**config.mk**
```make
export PLATFORM = sky130hd
export DESIGN_NAME = tree_tip_pruner
export DESIGN_NICKNAME = d
export VERILOG_FILES = /design/src/rtl/ttp_pkg.sv /design/src/rtl/ttp_ram.sv /design/src/rtl/ttp_ctrl.sv /design/src/rtl/ttp_datapath.sv /design/src/rtl/tree_tip_pruner.sv
export SDC_FILE = /design/constraint.sdc
export NUM_CORES = 2
export LEC_CHECK = 0
export ABC_AREA = 1
export BUFFER_PORTS_ARGS = -buffer_cell sky130_fd_sc_hd__buf_2
export CORE_UTILIZATION = 45
export CTS_CLUSTER_DIAMETER = 100
export CTS_CLUSTER_SIZE = 40
export DETAILED_ROUTE_END_ITERATION = 8
export SETUP_SLACK_MARGIN = 0.2
export SYNTH_ARGS = -nofsm -noshare
export SYNTH_HDL_FRONTEND = slang
export SYNTH_SLANG_ARGS = --single-unit
```
**constraint.sdc**
```tcl
create_clock -name clock -period 9.65 [get_ports clock]
set_clock_uncertainty 0.05 [all_clocks]
set_input_delay 1.4475 -clock clock [delete_from_list [all_inputs] [get_ports clock]]
set_output_delay 1.4475 -clock clock [all_outputs]
set_load 0.1 [all_outputs]
```
**src/rtl/ttp_pkg.sv**
```systemverilog
`timescale 1ns / 1ps
`default_nettype none

package ttp_pkg;

   // sizes
   localparam int MAX_EDGES  = 64;
   localparam int NODE_SLOTS = MAX_EDGES + 2;
   localparam int NODE_W     = 7;
   localparam int EDGE_W     = $clog2(MAX_EDGES);
   localparam int CNT_W      = $clog2(MAX_EDGES + 1);

   // request op codes
   localparam logic [1:0] OP_LOAD   = 2'd0;
   localparam logic [1:0] OP_DROP   = 2'd1;
   localparam logic [1:0] OP_FINISH = 2'd2;

   // controller steps, shared with the datapath as the command
   localparam int STEP_W = 5;
   localparam logic [STEP_W-1:0] STEP_IDLE  = 5'd0;
   localparam logic [STEP_W-1:0] STEP_LOAD1 = 5'd1;
   localparam logic [STEP_W-1:0] STEP_LOAD2 = 5'd2;
   localparam logic [STEP_W-1:0] STEP_DROP0 = 5'd3;
   localparam logic [STEP_W-1:0] STEP_DROP1 = 5'd4;
   localparam logic [STEP_W-1:0] STEP_DROP2 = 5'd5;
   localparam logic [STEP_W-1:0] STEP_SCAN  = 5'd6;
   localparam logic [STEP_W-1:0] STEP_SPL1  = 5'd7;
   localparam logic [STEP_W-1:0] STEP_SPL2  = 5'd8;
   localparam logic [STEP_W-1:0] STEP_SPL3  = 5'd9;
   localparam logic [STEP_W-1:0] STEP_SPL4  = 5'd10;
   localparam logic [STEP_W-1:0] STEP_NUM   = 5'd11;
   localparam logic [STEP_W-1:0] STEP_ECHK  = 5'd12;
   localparam logic [STEP_W-1:0] STEP_ERD1  = 5'd13;
   localparam logic [STEP_W-1:0] STEP_ERD2  = 5'd14;
   localparam logic [STEP_W-1:0] STEP_EEND  = 5'd15;

   typedef struct packed {
      logic [STEP_W-1:0] step;
      logic              accept;
   } ttp_cmd_type;

   typedef struct packed {
      logic load_ok;
      logic tip_ok;
      logic np_zero;
      logic cnt_zero;
      logic cnt_two;
      logic scan_hit;
      logic scan_end;
      logic num_end;
      logic e_end;
      logic e_dropped;
      logic out_free;
   } ttp_status_type;

endpackage

`default_nettype wire

```
**src/rtl/ttp_ram.sv**
```systemverilog
`timescale 1ns / 1ps
`default_nettype none

module ttp_ram #(
   parameter int WIDTH = 8,
   parameter int DEPTH = 16,
   localparam int AW = (DEPTH > 1) ? $clog2(DEPTH) : 1
) (
   input  wire logic             clock,
   input  wire logic             wr_en,
   input  wire logic [AW-1:0]    wr_addr,
   input  wire logic [WIDTH-1:0] wr_data,
   input  wire logic [AW-1:0]    rd_addr,
   output logic      [WIDTH-1:0] rd_data
);

   logic [WIDTH-1:0] mem [DEPTH];
   logic [WIDTH-1:0] rd_data_ff;

   // write port and registered read, old data on a collision
   always_ff @(posedge clock) begin
      if (wr_en) begin
         mem[wr_addr] <= wr_data;
      end
      rd_data_ff <= mem[rd_addr];
   end

   assign rd_data = rd_data_ff;

endmodule

`default_nettype wire

```
**src/rtl/ttp_ctrl.sv**
```systemverilog
`timescale 1ns / 1ps
`default_nettype none

module ttp_ctrl (
   input  wire logic                    clock,
   input  wire logic                    reset,
   input  wire logic                    req_valid,
   input  wire logic [1:0]              req_op,
   output logic                         req_ready,
   input  wire ttp_pkg::ttp_status_type status,
   output ttp_pkg::ttp_cmd_type         cmd
);
   import ttp_pkg::*;

   logic [STEP_W-1:0] state_ff;
   logic [STEP_W-1:0] state_in;

   assign req_ready  = (state_ff == STEP_IDLE);
   assign cmd.step   = state_ff;
   assign cmd.accept = req_valid && (state_ff == STEP_IDLE);

   // next step
   always_comb begin
      state_in = state_ff;
      unique case (state_ff)
         STEP_IDLE: begin
            if (req_valid) begin
               if (req_op == OP_LOAD && status.load_ok) begin
                  state_in = STEP_LOAD1;
               end else if (req_op == OP_DROP && status.tip_ok) begin
                  state_in = STEP_DROP0;
               end else if (req_op == OP_FINISH) begin
                  state_in = STEP_NUM;
               end
            end
         end
         STEP_LOAD1: state_in = STEP_LOAD2;
         STEP_LOAD2: state_in = STEP_IDLE;
         STEP_DROP0: state_in = STEP_DROP1;
         STEP_DROP1: state_in = status.np_zero ? STEP_IDLE : STEP_DROP2;
         STEP_DROP2: begin
            state_in = (status.cnt_zero || !status.cnt_two) ? STEP_IDLE : STEP_SCAN;
         end
         STEP_SCAN: begin
            if (status.scan_hit) begin
               state_in = STEP_SPL1;
            end else if (status.scan_end) begin
               state_in = STEP_IDLE;
            end
         end
         STEP_SPL1: state_in = STEP_SPL2;
         STEP_SPL2: state_in = STEP_SPL3;
         STEP_SPL3: state_in = STEP_SPL4;
         STEP_SPL4: state_in = STEP_IDLE;
         STEP_NUM:  state_in = status.num_end ? STEP_ECHK : STEP_NUM;
         STEP_ECHK: begin
            if (status.e_end) begin
               state_in = STEP_EEND;
            end else if (!status.e_dropped) begin
               state_in = STEP_ERD1;
            end
         end
         STEP_ERD1: state_in = STEP_ERD2;
         STEP_ERD2: state_in = status.out_free ? STEP_ECHK : STEP_ERD2;
         STEP_EEND: state_in = status.out_free ? STEP_IDLE : STEP_EEND;
         default:   state_in = STEP_IDLE;
      endcase
   end

   always_ff @(posedge clock) begin
      if (reset) begin
         state_ff <= STEP_IDLE;
      end else begin
         state_ff <= state_in;
      end
   end

endmodule

`default_nettype wire

```
**src/rtl/ttp_datapath.sv**
```systemverilog
`timescale 1ns / 1ps
`default_nettype none

module ttp_datapath (
   input  wire logic                               clock,
   input  wire logic                               reset,
   input  wire ttp_pkg::ttp_cmd_type               cmd,
   output ttp_pkg::ttp_status_type                 status,
   input  wire logic [ttp_pkg::NODE_W-1:0]         req_parent_node,
   input  wire logic [ttp_pkg::NODE_W-1:0]         req_child_node,
   input  wire logic [ttp_pkg::NODE_W-1:0]         req_tip_node,
   output logic                                    rsp_valid,
   input  wire logic                               rsp_ready,
   output logic      [ttp_pkg::NODE_W-1:0]         rsp_new_parent,
   output logic      [ttp_pkg::NODE_W-1:0]         rsp_new_child_node,
   output logic                                    rsp_is_empty,
   output logic                                    rsp_last
);
   import ttp_pkg::*;

   localparam logic [NODE_W-1:0] LAST_NODE = NODE_W'(NODE_SLOTS - 1);
   localparam logic [CNT_W-1:0]  EDGE_FULL = CNT_W'(MAX_EDGES);

   // captured request
   logic [NODE_W-1:0] p_ff, c_ff, t_ff;
   // drop working registers
   logic [NODE_W-1:0] np_ff, k_ff, gp_ff, scan_ff, chk_k_ff;
   logic              chk_valid_ff;
   // finish working registers
   logic [NODE_W-1:0] i_ff, drop_cnt_ff;
   logic [CNT_W-1:0]  fe_ff, e_cnt_ff;
   logic [NODE_W-1:0] hold_par_ff, hold_chd_ff;
   logic              hold_valid_ff;
   // valid bits and drop marks
   logic [NODE_SLOTS-1:0] pv_ff, pv_in, cv_ff, cv_in, uv_ff, uv_in;
   logic [NODE_SLOTS-1:0] dmark_ff, dmark_in;
   logic [MAX_EDGES-1:0]  edrop_ff, edrop_in;
   logic                  pq_ff, cq_ff, uq_ff;
   // result register
   logic              rsp_valid_ff, rsp_valid_in;
   logic [NODE_W-1:0] rsp_par_ff, rsp_par_in, rsp_chd_ff, rsp_chd_in;
   logic              rsp_empty_ff, rsp_empty_in, rsp_last_ff, rsp_last_in;

   // ram ports
   logic              p_we, c_we, u_we, ep_we, ec_we, rn_we;
   logic [NODE_W-1:0] p_wa, p_ra, c_wa, c_ra, u_wa, u_ra, rn_wa;
   logic [NODE_W-1:0] p_wd, c_wd, rn_wd;
   logic [EDGE_W-1:0] u_wd, ep_wa, ec_wa;
   logic [NODE_W-1:0] ep_wd, ec_wd;
   logic [NODE_W-1:0] p_raw, c_raw, ep_rd, ec_rd, rn_par, rn_chd;
   logic [EDGE_W-1:0] u_raw;
   logic [NODE_W-1:0] p_rd, c_rd;
   logic [EDGE_W-1:0] u_rd;
   logic              out_free;

   ttp_ram #(.WIDTH(NODE_W), .DEPTH(NODE_SLOTS)) u_par_ram (
      .clock, .wr_en(p_we), .wr_addr(p_wa), .wr_data(p_wd), .rd_addr(p_ra), .rd_data(p_raw));
   ttp_ram #(.WIDTH(NODE_W), .DEPTH(NODE_SLOTS)) u_cnt_ram (
      .clock, .wr_en(c_we), .wr_addr(c_wa), .wr_data(c_wd), .rd_addr(c_ra), .rd_data(c_raw));
   ttp_ram #(.WIDTH(EDGE_W), .DEPTH(NODE_SLOTS)) u_up_ram (
      .clock, .wr_en(u_we), .wr_addr(u_wa), .wr_data(u_wd), .rd_addr(u_ra), .rd_data(u_raw));
   ttp_ram #(.WIDTH(NODE_W), .DEPTH(MAX_EDGES)) u_epar_ram (
      .clock, .wr_en(ep_we), .wr_addr(ep_wa), .wr_data(ep_wd),
      .rd_addr(fe_ff[EDGE_W-1:0]), .rd_data(ep_rd));
   ttp_ram #(.WIDTH(NODE_W), .DEPTH(MAX_EDGES)) u_echd_ram (
      .clock, .wr_en(ec_we), .wr_addr(ec_wa), .wr_data(ec_wd),
      .rd_addr(fe_ff[EDGE_W-1:0]), .rd_data(ec_rd));
   ttp_ram #(.WIDTH(NODE_W), .DEPTH(NODE_SLOTS)) u_rnp_ram (
      .clock, .wr_en(rn_we), .wr_addr(rn_wa), .wr_data(rn_wd), .rd_addr(ep_rd),
      .rd_data(rn_par));
   ttp_ram #(.WIDTH(NODE_W), .DEPTH(NODE_SLOTS)) u_rnc_ram (
      .clock, .wr_en(rn_we), .wr_addr(rn_wa), .wr_data(rn_wd), .rd_addr(ec_rd),
      .rd_data(rn_chd));

   // unwritten node entries read as zero
   assign p_rd = pq_ff ? p_raw : '0;
   assign c_rd = cq_ff ? c_raw : '0;
   assign u_rd = uq_ff ? u_raw : '0;

   assign out_free = !rsp_valid_ff || rsp_ready;

   // status toward the controller
   assign status.load_ok   = (e_cnt_ff < EDGE_FULL) &&
                             (req_parent_node < NODE_W'(NODE_SLOTS)) &&
                             (req_child_node < NODE_W'(NODE_SLOTS));
   assign status.tip_ok    = req_tip_node < NODE_W'(NODE_SLOTS);
   assign status.np_zero   = (p_rd == '0);
   assign status.cnt_zero  = (c_rd == '0);
   assign status.cnt_two   = (c_rd == NODE_W'(2));
   assign status.scan_hit  = chk_valid_ff && (p_rd == np_ff);
   assign status.scan_end  = chk_valid_ff && (chk_k_ff == LAST_NODE);
   assign status.num_end   = (i_ff == LAST_NODE);
   assign status.e_end     = (fe_ff == e_cnt_ff);
   assign status.e_dropped = edrop_ff[fe_ff[EDGE_W-1:0]];
   assign status.out_free  = out_free;

   // memory controls and mark updates per step
   always_comb begin
      p_we = 1'b0; p_wa = '0; p_wd = '0; p_ra = '0;
      c_we = 1'b0; c_wa = '0; c_wd = '0; c_ra = '0;
      u_we = 1'b0; u_wa = '0; u_wd = '0; u_ra = '0;
      ep_we = 1'b0; ep_wa = '0; ep_wd = '0;
      ec_we = 1'b0; ec_wa = '0; ec_wd = '0;
      rn_we = 1'b0; rn_wa = '0; rn_wd = '0;
      pv_in = pv_ff; cv_in = cv_ff; uv_in = uv_ff;
      dmark_in = dmark_ff; edrop_in = edrop_ff;
      unique case (cmd.step)
         STEP_LOAD1: begin
            ep_we = 1'b1; ep_wa = e_cnt_ff[EDGE_W-1:0]; ep_wd = p_ff;
            ec_we = 1'b1; ec_wa = e_cnt_ff[EDGE_W-1:0]; ec_wd = c_ff;
            edrop_in[e_cnt_ff[EDGE_W-1:0]] = 1'b0;
            p_we = 1'b1; p_wa = c_ff; p_wd = p_ff; pv_in[c_ff] = 1'b1;
            u_we = 1'b1; u_wa = c_ff; u_wd = e_cnt_ff[EDGE_W-1:0]; uv_in[c_ff] = 1'b1;
            c_ra = p_ff;
         end
         STEP_LOAD2: begin
            c_we = 1'b1; c_wa = p_ff; c_wd = c_rd + NODE_W'(1); cv_in[p_ff] = 1'b1;
         end
         STEP_DROP0: begin
            dmark_in[t_ff] = 1'b1;
            p_ra = t_ff;
            u_ra = t_ff;
         end
         STEP_DROP1: begin
            c_ra = p_rd;
            if (p_rd != '0) begin
               edrop_in[u_rd] = 1'b1;
               p_we = 1'b1; p_wa = t_ff; p_wd = '0; pv_in[t_ff] = 1'b1;
            end
         end
         STEP_DROP2: begin
            if (c_rd != '0) begin
               c_we = 1'b1; c_wa = np_ff; c_wd = c_rd - NODE_W'(1); cv_in[np_ff] = 1'b1;
            end
         end
         STEP_SCAN: begin
            p_ra = scan_ff;
         end
         STEP_SPL1: begin
            u_ra = k_ff;
            p_ra = np_ff;
         end
         STEP_SPL2: begin
            edrop_in[u_rd] = 1'b1;
            dmark_in[np_ff] = 1'b1;
            u_ra = np_ff;
         end
         STEP_SPL3: begin
            if (gp_ff != '0) begin
               u_we = 1'b1; u_wa = k_ff; u_wd = u_rd; uv_in[k_ff] = 1'b1;
               ec_we = 1'b1; ec_wa = u_rd; ec_wd = k_ff;
            end
            p_we = 1'b1; p_wa = k_ff; p_wd = gp_ff; pv_in[k_ff] = 1'b1;
         end
         STEP_SPL4: begin
            p_we = 1'b1; p_wa = np_ff; p_wd = '0; pv_in[np_ff] = 1'b1;
         end
         STEP_NUM: begin
            rn_we = 1'b1; rn_wa = i_ff;
            rn_wd = ((i_ff == '0) || dmark_ff[i_ff]) ? '0 : i_ff - drop_cnt_ff;
         end
         STEP_EEND: begin
            if (out_free) begin
               pv_in = '0; cv_in = '0; uv_in = '0;
               dmark_in = '0; edrop_in = '0;
            end
         end
         default: begin
         end
      endcase
   end

   // result register
   always_comb begin
      rsp_valid_in = rsp_valid_ff && !rsp_ready;
      rsp_par_in   = rsp_par_ff;
      rsp_chd_in   = rsp_chd_ff;
      rsp_empty_in = rsp_empty_ff;
      rsp_last_in  = rsp_last_ff;
      if (cmd.step == STEP_ERD2 && out_free && hold_valid_ff) begin
         rsp_valid_in = 1'b1;
         rsp_par_in   = hold_par_ff;
         rsp_chd_in   = hold_chd_ff;
         rsp_empty_in = 1'b0;
         rsp_last_in  = 1'b0;
      end else if (cmd.step == STEP_EEND && out_free) begin
         rsp_valid_in = 1'b1;
         rsp_par_in   = hold_valid_ff ? hold_par_ff : '0;
         rsp_chd_in   = hold_valid_ff ? hold_chd_ff : '0;
         rsp_empty_in = !hold_valid_ff;
         rsp_last_in  = 1'b1;
      end
   end

   // control registers
   always_ff @(posedge clock) begin
      if (reset) begin
         pv_ff         <= '0;
         cv_ff         <= '0;
         uv_ff         <= '0;
         dmark_ff      <= '0;
         edrop_ff      <= '0;
         e_cnt_ff      <= '0;
         rsp_valid_ff  <= 1'b0;
         hold_valid_ff <= 1'b0;
         chk_valid_ff  <= 1'b0;
      end else begin
         pv_ff        <= pv_in;
         cv_ff        <= cv_in;
         uv_ff        <= uv_in;
         dmark_ff     <= dmark_in;
         edrop_ff     <= edrop_in;
         rsp_valid_ff <= rsp_valid_in;
         if (cmd.step == STEP_LOAD2) begin
            e_cnt_ff <= e_cnt_ff + CNT_W'(1);
         end else if (cmd.step == STEP_EEND && out_free) begin
            e_cnt_ff <= '0;
         end
         if (cmd.accept) begin
            hold_valid_ff <= 1'b0;
         end else if (cmd.step == STEP_ERD2 && out_free) begin
            hold_valid_ff <= 1'b1;
         end
         if (cmd.step == STEP_DROP2) begin
            chk_valid_ff <= 1'b0;
         end else if (cmd.step == STEP_SCAN) begin
            chk_valid_ff <= 1'b1;
         end
      end
   end

   // working registers
   always_ff @(posedge clock) begin
      pq_ff <= pv_ff[p_ra];
      cq_ff <= cv_ff[c_ra];
      uq_ff <= uv_ff[u_ra];
      rsp_par_ff   <= rsp_par_in;
      rsp_chd_ff   <= rsp_chd_in;
      rsp_empty_ff <= rsp_empty_in;
      rsp_last_ff  <= rsp_last_in;
      if (cmd.accept) begin
         p_ff        <= req_parent_node;
         c_ff        <= req_child_node;
         t_ff        <= req_tip_node;
         i_ff        <= '0;
         drop_cnt_ff <= '0;
         fe_ff       <= '0;
      end
      if (cmd.step == STEP_DROP1) begin
         np_ff <= p_rd;
      end
      if (cmd.step == STEP_DROP2) begin
         scan_ff <= NODE_W'(1);
      end
      // one node entry a cycle, the compare uses the registered read beside its address in chk_k_ff
      if (cmd.step == STEP_SCAN) begin
         scan_ff  <= (scan_ff == LAST_NODE) ? scan_ff : scan_ff + NODE_W'(1);
         chk_k_ff <= scan_ff;
         k_ff     <= chk_k_ff;
      end
      if (cmd.step == STEP_SPL2) begin
         gp_ff <= p_rd;
      end
      if (cmd.step == STEP_NUM) begin
         i_ff <= i_ff + NODE_W'(1);
         if (i_ff != '0 && dmark_ff[i_ff]) begin
            drop_cnt_ff <= drop_cnt_ff + NODE_W'(1);
         end
      end
      if (cmd.step == STEP_ECHK && !status.e_end && status.e_dropped) begin
         fe_ff <= fe_ff + CNT_W'(1);
      end
      if (cmd.step == STEP_ERD2 && out_free) begin
         hold_par_ff <= rn_par;
         hold_chd_ff <= rn_chd;
         fe_ff       <= fe_ff + CNT_W'(1);
      end
   end

   assign rsp_valid          = rsp_valid_ff;
   assign rsp_new_parent     = rsp_par_ff;
   assign rsp_new_child_node = rsp_chd_ff;
   assign rsp_is_empty       = rsp_empty_ff;
   assign rsp_last           = rsp_last_ff;

endmodule

`default_nettype wire

```
**src/rtl/tree_tip_pruner.sv**
```systemverilog
`timescale 1ns / 1ps
`default_nettype none

// Tree tip pruner. Load a rooted tree as parent-child edges (op 0), drop tips
// one per beat (op 1), then finish (op 2) to get the surviving edges in load
// order, renumbered densely, with last set on the final beat, or one beat with
// is_empty set when nothing survives; the store is then cleared. One item is
// worked at a time. A load stores the edge, then counts the child at the
// parent; an ignored load, a tip out of range or an unknown op is taken and
// ignored. A drop clears the tip's parent link and counts the parent down,
// if there is one. When the parent is left with one child, the search for
// that child reads the node parent memory one entry per cycle over slots 1
// to 65, and a hit puts the child in the parent's place. A finish renumbers
// the node slots, then sends each surviving edge and skips each dropped one,
// and closes with the last beat, waiting while the result side stalls.
module tree_tip_pruner (
   input  wire logic                       clock,
   input  wire logic                       reset,
   input  wire logic                       req_valid,
   output logic                            req_ready,
   input  wire logic [1:0]                 req_op,
   input  wire logic [ttp_pkg::NODE_W-1:0] req_parent_node,
   input  wire logic [ttp_pkg::NODE_W-1:0] req_child_node,
   input  wire logic [ttp_pkg::NODE_W-1:0] req_tip_node,
   output logic                            rsp_valid,
   input  wire logic                       rsp_ready,
   output logic      [ttp_pkg::NODE_W-1:0] rsp_new_parent,
   output logic      [ttp_pkg::NODE_W-1:0] rsp_new_child_node,
   output logic                            rsp_is_empty,
   output logic                            rsp_last
);
   import ttp_pkg::*;

   ttp_cmd_type    cmd;
   ttp_status_type status;

   // sequencer
   ttp_ctrl u_ctrl (
      .clock, .reset, .req_valid, .req_op, .req_ready, .status, .cmd
   );

   // stores and result register
   ttp_datapath u_datapath (
      .clock, .reset, .cmd, .status,
      .req_parent_node, .req_child_node, .req_tip_node,
      .rsp_valid, .rsp_ready, .rsp_new_parent, .rsp_new_child_node,
      .rsp_is_empty, .rsp_last
   );

endmodule

`default_nettype wire
```
After elaboration in Yosys (flattened, before gate mapping) --
Memories as Yosys holds them, arrays and structs flattened. A register that Yosys moved wholly into a read port is not among the register bits. Cells that the tools add are included.
Storage, ports and cells: memory bits (read-only) 0, output and inout bits 18, latch bits 0, memories 7, bits of input ports 27, memory bits (writable) 3140, flip-flop bits (word level) 453, logic and storage cells 280
Cells by class: div/mod/pow operators 0, shift-type cells 0, equal/unequal tests 32, multiply operators 0, $add $sub $neg 8, mux-type cells 109, bitwise logic cells 13, reduce and logical (&&, ||, !) cells 58, magnitude comparators 23
Memory list:
- u_datapath.u_cnt_ram.mem | words 66, width 7, read ports 1, clocked after Yosys merged registers in 1, wr ports 1, RTL line ttp_ram.sv:17 | logic [WIDTH-1:0] mem [DEPTH];
- u_datapath.u_par_ram.mem | words 66, width 7, read ports 1, clocked after Yosys merged registers in 1, wr ports 1, RTL line ttp_ram.sv:17
- u_datapath.u_rnc_ram.mem | words 66, width 7, read ports 1, clocked after Yosys merged registers in 1, wr ports 1, RTL line ttp_ram.sv:17
- u_datapath.u_rnp_ram.mem | words 66, width 7, read ports 1, clocked after Yosys merged registers in 1, wr ports 1, RTL line ttp_ram.sv:17
- u_datapath.u_echd_ram.mem | words 64, width 7, read ports 1, clocked after Yosys merged registers in 1, wr ports 1, RTL line ttp_ram.sv:17
- u_datapath.u_epar_ram.mem | words 64, width 7, read ports 1, clocked after Yosys merged registers in 1, wr ports 1, RTL line ttp_ram.sv:17
- +1 memories
Operator list (number):
- $or A66 B66 Y66 | 10
- $pmux W66 S3 | 3
- $pmux W66 S5 | 1
- $mux W66 | 4
- $pmux W64 S4 | 1
- $mux W7 | 28
- $mux W64 | 2
- $lt A7 B8 Y1 const B | 9
- $pmux W5 S14 | 1
- $pmux W7 S2 | 5
- $and A64 B64 Y64 | 1
- $not A64 Y64 | 1
- $or A64 B64 Y64 | 1
- $add A7 B1 Y7 const B | 6
- $pmux W7 S3 | 2
- $eq A5 B4 Y1 const B | 8
- $mux W5 | 8
- $demux W1 S7 | 5
- $ge A7 B1 Y1 const B | 5
- $mux W1 | 29
- $bmux W1 S7 | 4
- $lt A7 B7 Y1 const B | 4
- $pmux W7 S4 | 1
- $reduce_bool A7 Y1 | 4
- other kinds (40) | 100

Logic depth before layout (Yosys ltp) --
depth in word-level cells 8, depth in mapped cells 20, gate-level depth less buffers 18

Cells and area by module --
Synthesis repeated with hierarchy kept, for this count alone.
Unflattened totals: cell total of the unflattened synthesis 15447, area total of the unflattened synthesis 158069.1 µm²
Modules (own cells, without submodules):
- ttp_ram (u_datapath.u_cnt_ram ...) | cells each 1662, area an instance 19299.8 µm², seq. area each 14013.4 µm², instances 4
- ttp_ram (u_datapath.u_echd_ram ...) | cells each 1590, area an instance 18545.3 µm², seq. area each 13593.0 µm², instances 2
- ttp_datapath | cells each 4095, area an instance 26808.2 µm², seq. area each 9949.5 µm², instances 1
- ttp_ram (u_datapath.u_up_ram) | cells each 1440, area an instance 16498.3 µm², seq. area each 12011.5 µm², instances 1
- ttp_ctrl | cells each 84, area an instance 473.0 µm², seq. area each 80.1 µm², instances 1

Worst setup path after synthesis --
OpenSTA, ideal clock, no wires.
path type register to register, start reg u_datapath.i_ff[0], end mem u_datapath.u_rnc_ram.mem[0][4] (netlist name), data pin, required time 8.873 ns, slack 4.300 ns, path buffers 2, clock period less this slack 5.350 ns, cell stages (with the launch flop) 10, library setup time 0.727 ns, arrival 4.572 ns, cells stage by stage edfxtp_1 > clkbuf_1 > inv_1 > clkbuf_1 > ha_1 > inv_1 > fa_1 > a31oi_1 > nor2_1 > nor3b_1
On the way: word-level cells in the longest chain between the ends 5, elaborated cells on any way between the ends 7, classes of those cells 1 x add/sub; 4 x mux; 2 x reduce/logical
RTL lines:
- start: declaration | RTL line ttp_datapath.sv:30 | logic [NODE_W-1:0] i_ff, drop_cnt_ff;
- start signal: assignment | RTL line ttp_datapath.sv:265 | i_ff <= i_ff + NODE_W'(1);
- $bmux W1 S7 | RTL line ttp_datapath.sv:160 | rn_wd = ((i_ff == '0) || dmark_ff[i_ff]) ? '0 : i_ff - drop_cnt_ff;
- $mux W1 (implied by the code) | RTL line ttp_datapath.sv:160
- $logic_or A1 B1 Y1 | RTL line ttp_datapath.sv:160
- $mux W7 (*) | RTL line ttp_datapath.sv:160
- $mux W7 (*) | RTL line ttp_datapath.sv:107 | unique case (cmd.step)
- via u_datapath.rn_wd[4] | RTL line ttp_datapath.sv:47 | logic [NODE_W-1:0] p_wd, c_wd, rn_wd;
- end: declaration | RTL line ttp_ram.sv:17
The timed path passes the listed nets; every way through them passes the cells marked *. The select of a mux whose other input is x is not followed.

Worst setup path after layout --
start reg u_ctrl.state_ff[1], end mem u_datapath.u_up_ram.mem[65][5] (netlist name), enable pin
On the way: elaborated cells on any way between the ends 6, classes of those cells 2 x eq/ne; 4 x mux
RTL lines:
- start: declaration | RTL line ttp_ctrl.sv:15 | logic [STEP_W-1:0] state_ff;
- start signal: assignment | RTL line ttp_ctrl.sv:74 | state_ff <= state_in;
- $eq A5 B4 Y1 / $eq A5 B1 Y1 (equally long branches)
- $pmux W7 S2 (*)
- via u_datapath.ec_wd[0] | RTL line ttp_datapath.sv:49 | logic [NODE_W-1:0] ep_wd, ec_wd;
- end: declaration | RTL line ttp_ram.sv:17
The timed path passes the listed nets; every way through them passes the cells marked *.

==> impl_table.tex <==
\begin{tabular}{lr}
\hline
Metric & Value \\
\hline
\multicolumn{2}{l}{\textbf{Worst setup path}} \\
\quad Maximum net fanout on the critical path & 69 \\
\quad Chain of cells forming the critical path & inv\_1, nand2\_1, nor2\_1, inv\_4, nor2\_1, inv\_1, nand2\_1, o21ai\_0, inv\_2, buf\_4, nand3\_1, nor2\_1 \\
\quad Signal arrival time at the worst endpoint & 5.84 ns \\
\quad Reg-to-reg endpoint & u\_datapath.u\_up\_ram.mem[65][5] \\
\quad Launch instance of the worst register-to-register path & u\_ctrl.state\_ff[1] \\
\quad CP max stage delay & 0.87 ns \\
\quad Critical path launch point type & register \\
\quad Path depth of the worst reg2reg path & 12 \\
\quad Flop2flop setup slack & 4.35 ns \\
\quad Setup Crit Path Kind & register to register \\
\quad Critical Path Start & u\_ctrl.state\_ff[1] \\
\quad Critical path capture point type & register \\
\quad Slowest library cell on the worst path & sky130\_fd\_sc\_hd\_\_nor2\_1 \\
\quad Data required time at the worst endpoint & 10.19 ns \\
\quad Most used cell along the critical path & sky130\_fd\_sc\_hd\_\_nor2\_1 \\
\multicolumn{2}{l}{\textbf{Timing}} \\
\quad Unrepaired setup endpoints after global routing & false \\
\quad Maximum clock frequency & 188.9 MHz \\
\quad Part of the cycle the worst path needs & 54.87\% \\
\quad Minimum clock period after layout & 5.295 ns \\
\quad Hold violation count in the final report & 0 \\
\quad Count of final max-slew check failures & 0 \\
\quad Final worst slack & 4.355 ns \\
\quad Final setup violation count & 0 \\
\quad Setup TNS & 0 ns \\
\quad Hold slack & 0.3695 ns \\
\quad Transition at the pin with the smallest max-transition slack & 1.300 ns \\
\quad Slew Limit Headroom & 12.67\% \\
\multicolumn{2}{l}{\textbf{Logic synthesis}} \\
\quad Ys flop type & sky130\_fd\_sc\_hd\_\_edfxtp\_1 \\
\quad Top cells by area, synth & sky130\_fd\_sc\_hd\_\_edfxtp\_1 (59\%), sky130\_fd\_sc\_hd\_\_nand2\_1 (7.2\%), sky130\_fd\_sc\_hd\_\_dfxtp\_1 (5.7\%) \\
\quad Mean instance size in the synthesized netlist & 9.976 µm² \\
\quad Share of synthesized flip-flops with an asynchronous set or reset & 0\% \\
\quad Distinct cells, synth & 57 \\
\quad Synthesized cell area & 0.1424 mm² \\
\quad Post-synth top area cell & sky130\_fd\_sc\_hd\_\_edfxtp\_1 \\
\quad Post-synthesis net count & 14320 \\
\quad Number of instances in the synthesized netlist & 14280 \\
\quad Warnings from Yosys & 0 \\
\quad Synthesis-stage register bit count & 3178 \\
\quad Seq/Total Area, Yosys & 64.19\% \\
\quad Number of flops mapped to enable cells by yosys & 2776 \\
\quad Yosys top cell area share & 58.54\% \\
\multicolumn{2}{l}{\textbf{Placement}} \\
\quad Global placement routability congestion & 0.9961 \\
\quad Placed cell count & 17750 \\
\quad Detailed placer's ending HPWL & 264000 µm \\
\quad Setup Slack @ Placement & 4.511 ns \\
\quad Count of buffers inserted at the top-level ports & 44 \\
\multicolumn{2}{l}{\textbf{Run}} \\
\quad Total of max-cap violations & 0 \\
\multicolumn{2}{l}{\textbf{Finish}} \\
\quad Nets & 13760 \\
\quad Area grow syn2layout & 5.938\% \\
\quad Ratio of cells with drive above 1 in the final layout & 4.366\% \\
\quad Final non-filler cell total & 17970 \\
\multicolumn{2}{l}{\textbf{Floorplan}} \\
\quad Overall die area & 0.3187 mm² \\
\quad Die X & 564.6 µm \\
\quad Area of the placeable core & 0.3150 mm² \\
\quad Effective utilization at floorplan & 45.21\% \\
\quad Top-level port count & 45 \\
\quad Cell row count & 206 \\
\quad Die Y & 564.6 µm \\
\multicolumn{2}{l}{\textbf{Route}} \\
\quad Vias after detailed routing & 105000 \\
\quad Post-detailed-route via-to-cell ratio & 5.841 \\
\quad Initial drt markers & 12620 \\
\quad DR pass1 iterations & 8 \\
\quad Total Routed Length & 433400 µm \\
\quad Post-route ant nets & 0 \\
\quad Wire length per cell & 24.12 µm \\
\quad Number of remaining DRC errors & 0 \\
\multicolumn{2}{l}{\textbf{GRT}} \\
\quad Wire length of the first global-routing pass & 638100 µm \\
\quad Number of global-route vias before repair & 97470 \\
\quad Maximum number of pins on one net before global-route repair & 235 \\
\quad Antenna violations before repair & 9 \\
\quad Combined global-route utilization of all metal layers & 26.51\% \\
\quad Aggregate global routing overflow & 0 \\
\multicolumn{2}{l}{\textbf{Clocking}} \\
\quad Hold-fix buffers at CTS & 0 \\
\quad Cell chosen for the clock root & sky130\_fd\_sc\_hd\_\_clkbuf\_16 \\
\quad Number of CTS-inserted buffers & 121 \\
\quad Total clock sinks & 3178 \\
\quad CTS tree & done \\
\quad H-tree lvl count & 3 \\
\quad Maximum clock path buffer count & 4 \\
\quad Buffers inserted by post-CTS timing repair & 0 \\
\quad Worst-path clk slew & 0.13 ns \\
\quad Clock insertion delay at the later pin of the skew report & 0.99 ns \\
\quad Number of instances resized during post-cts repair & 0 \\
\multicolumn{2}{l}{\textbf{Power and ir drop}} \\
\quad Largest voltage drop on the vdd net & 0.2225 mV \\
\quad Leakage Power & 52.60 nW \\
\quad Final Total Pwr & 34.32 mW \\
\quad Power density relative to cell area & 227.5 mW/mm² \\
\multicolumn{2}{l}{\textbf{Status}} \\
\quad Run status & complete, no violations \\
\multicolumn{2}{l}{\textbf{Min path}} \\
\quad Worst hold path endpoint & u\_datapath.hold\_par\_ff[6] \\
\quad Instance count along the most critical hold path & 0 \\
\quad Class of the tightest hold or removal check & register to register \\
\quad Source of the worst hold timing path & u\_datapath.u\_rnp\_ram.rd\_data[6] \\
\hline
\end{tabular}
## registers in the layout, summed over array words and instances (netlist names), 64 cells and up
signal and cells:
u_datapath.cv_ff 66, u_datapath.dmark_ff 66, u_datapath.edrop_ff 64, u_datapath.pv_ff 66, u_datapath.u_cnt_ram.mem 462, u_datapath.u_echd_ram.mem 448, u_datapath.u_epar_ram.mem 448, u_datapath.u_par_ram.mem 462
u_datapath.u_rnc_ram.mem 308, u_datapath.u_rnp_ram.mem 154, u_datapath.u_up_ram.mem 396, u_datapath.uv_ff 66
## cells by family (layout without fill, tap and decap cells)
| family | after synthesis | in the layout | synth area share [%] |
|---|---|---|---|
| buffers and inverters | 2268 | 1804 | 6.193 |
| other | 0 | 3 | 0 |
| AO/OA/AOI/OAI | 2835 | 2835 | 11.82 |
| adder cells (fa/ha/maj) | 18 | 18 | 0.1634 |
| AND/OR/NAND/NOR | 5955 | 5955 | 17.51 |
| flip-flops | 3178 | 3178 | 64.19 |
| XOR/XNOR | 21 | 21 | 0.1292 |
## cell usage in the layout, fill, tap and decap left out, types with 83 or more instances in the layout
cell type,n
sky130_fd_sc_hd__edfxtp_1,2776
sky130_fd_sc_hd__nand2_1,2734
sky130_fd_sc_hd__nor2_1,1577
sky130_fd_sc_hd__inv_1,1299
sky130_fd_sc_hd__nand3_1,1068
sky130_fd_sc_hd__o21ai_0,988
sky130_fd_sc_hd__a21oi_1,956
sky130_fd_sc_hd__dfxtp_1,396
sky130_fd_sc_hd__o221ai_1,379
sky130_fd_sc_hd__nand4_1,303
sky130_fd_sc_hd__o211ai_1,234
sky130_fd_sc_hd__buf_4,179
sky130_fd_sc_hd__nor3_1,159
sky130_fd_sc_hd__clkbuf_16,123
sky130_fd_sc_hd__o22ai_1,83
## worst max-delay path: cells and delay by family (launching register included)
family,cells,cell delay [ns]
flops,1,0.37
compound gates,1,0.29
simple gates,6,2.93
buf+inv,5,1.25
## Yosys cell counts (14+ instances only)
library cell                instances
sky130_fd_sc_hd__buf_2            188
sky130_fd_sc_hd__nand2_1         2740
sky130_fd_sc_hd__o21ai_0          993
sky130_fd_sc_hd__nor2_1          1594
sky130_fd_sc_hd__o221ai_1         379
sky130_fd_sc_hd__dfxtp_1          402
sky130_fd_sc_hd__ha_1              17
sky130_fd_sc_hd__o22ai_1           87
sky130_fd_sc_hd__nor4_1            14
sky130_fd_sc_hd__a21oi_1          960
sky130_fd_sc_hd__or2_2             17
sky130_fd_sc_hd__a211oi_1          26
sky130_fd_sc_hd__clkbuf_1         642
sky130_fd_sc_hd__nand4_1          303
sky130_fd_sc_hd__nand3b_1          28
sky130_fd_sc_hd__a31oi_1           24
sky130_fd_sc_hd__o2111ai_1         22
sky130_fd_sc_hd__nand3_1         1073
sky130_fd_sc_hd__nor3_1           160
sky130_fd_sc_hd__o21ai_1           35
sky130_fd_sc_hd__edfxtp_1        2776
sky130_fd_sc_hd__inv_1           1317
sky130_fd_sc_hd__o211ai_1         234
sky130_fd_sc_hd__xor2_1            15
sky130_fd_sc_hd__inv_2             24
sky130_fd_sc_hd__buf_1             68
sky130_fd_sc_hd__buf_4             19
## routing by layer
layer,GRT usage [%],share of wire [%],vias up
met5,0,0.017,-
met3,3.085,7.4,747
li1,-,-,48620
met2,41.84,46,4359
met1,37.56,43,51250
met4,10.19,4.1,12
## power breakdown
part           switching [mW]  internal, mW
Combinational            8.07          2.55
Clock                    4.75          2.75
Sequential              0.562          15.6
## cell type report
class | instances | area [µm²]
diodes | 3 | 7.507
clock buffers | 136 | 3157
clock inverters | 86 | 1444
fillers | 29280 | 164100
inverters | 1351 | 5105
multi-input cells | 8829 | 42800
flip-flops and latches | 3178 | 91430
well taps | 4160 | 5205
repair buffers | 231 | 1724
## through the flow
step / utilization (%) / area [µm²]
2_1_floorplan: - / 142400
3_3_place_gp: 46.44 / 146300
3_5_place_dp: 46.44 / 146300
4_1_cts: 47.90 / 150900
5_1_grt: 47.90 / 150900
6_report: 47.90 / 150900
## worst max path at each step
stage	depth (start not counted)	endpoint
finish	12	u_datapath.u_up_ram.mem[65][5]
global route	12	u_datapath.u_up_ram.mem[65][5]
CTS	12	u_datapath.u_up_ram.mem[65][5]
detailed placement	12	u_datapath.u_up_ram.mem[65][0]
global placement	12	u_datapath.u_up_ram.mem[25][4]
floorplan	9	u_datapath.u_rnc_ram.mem[0][4]
(Power assumes the default switching activity.)
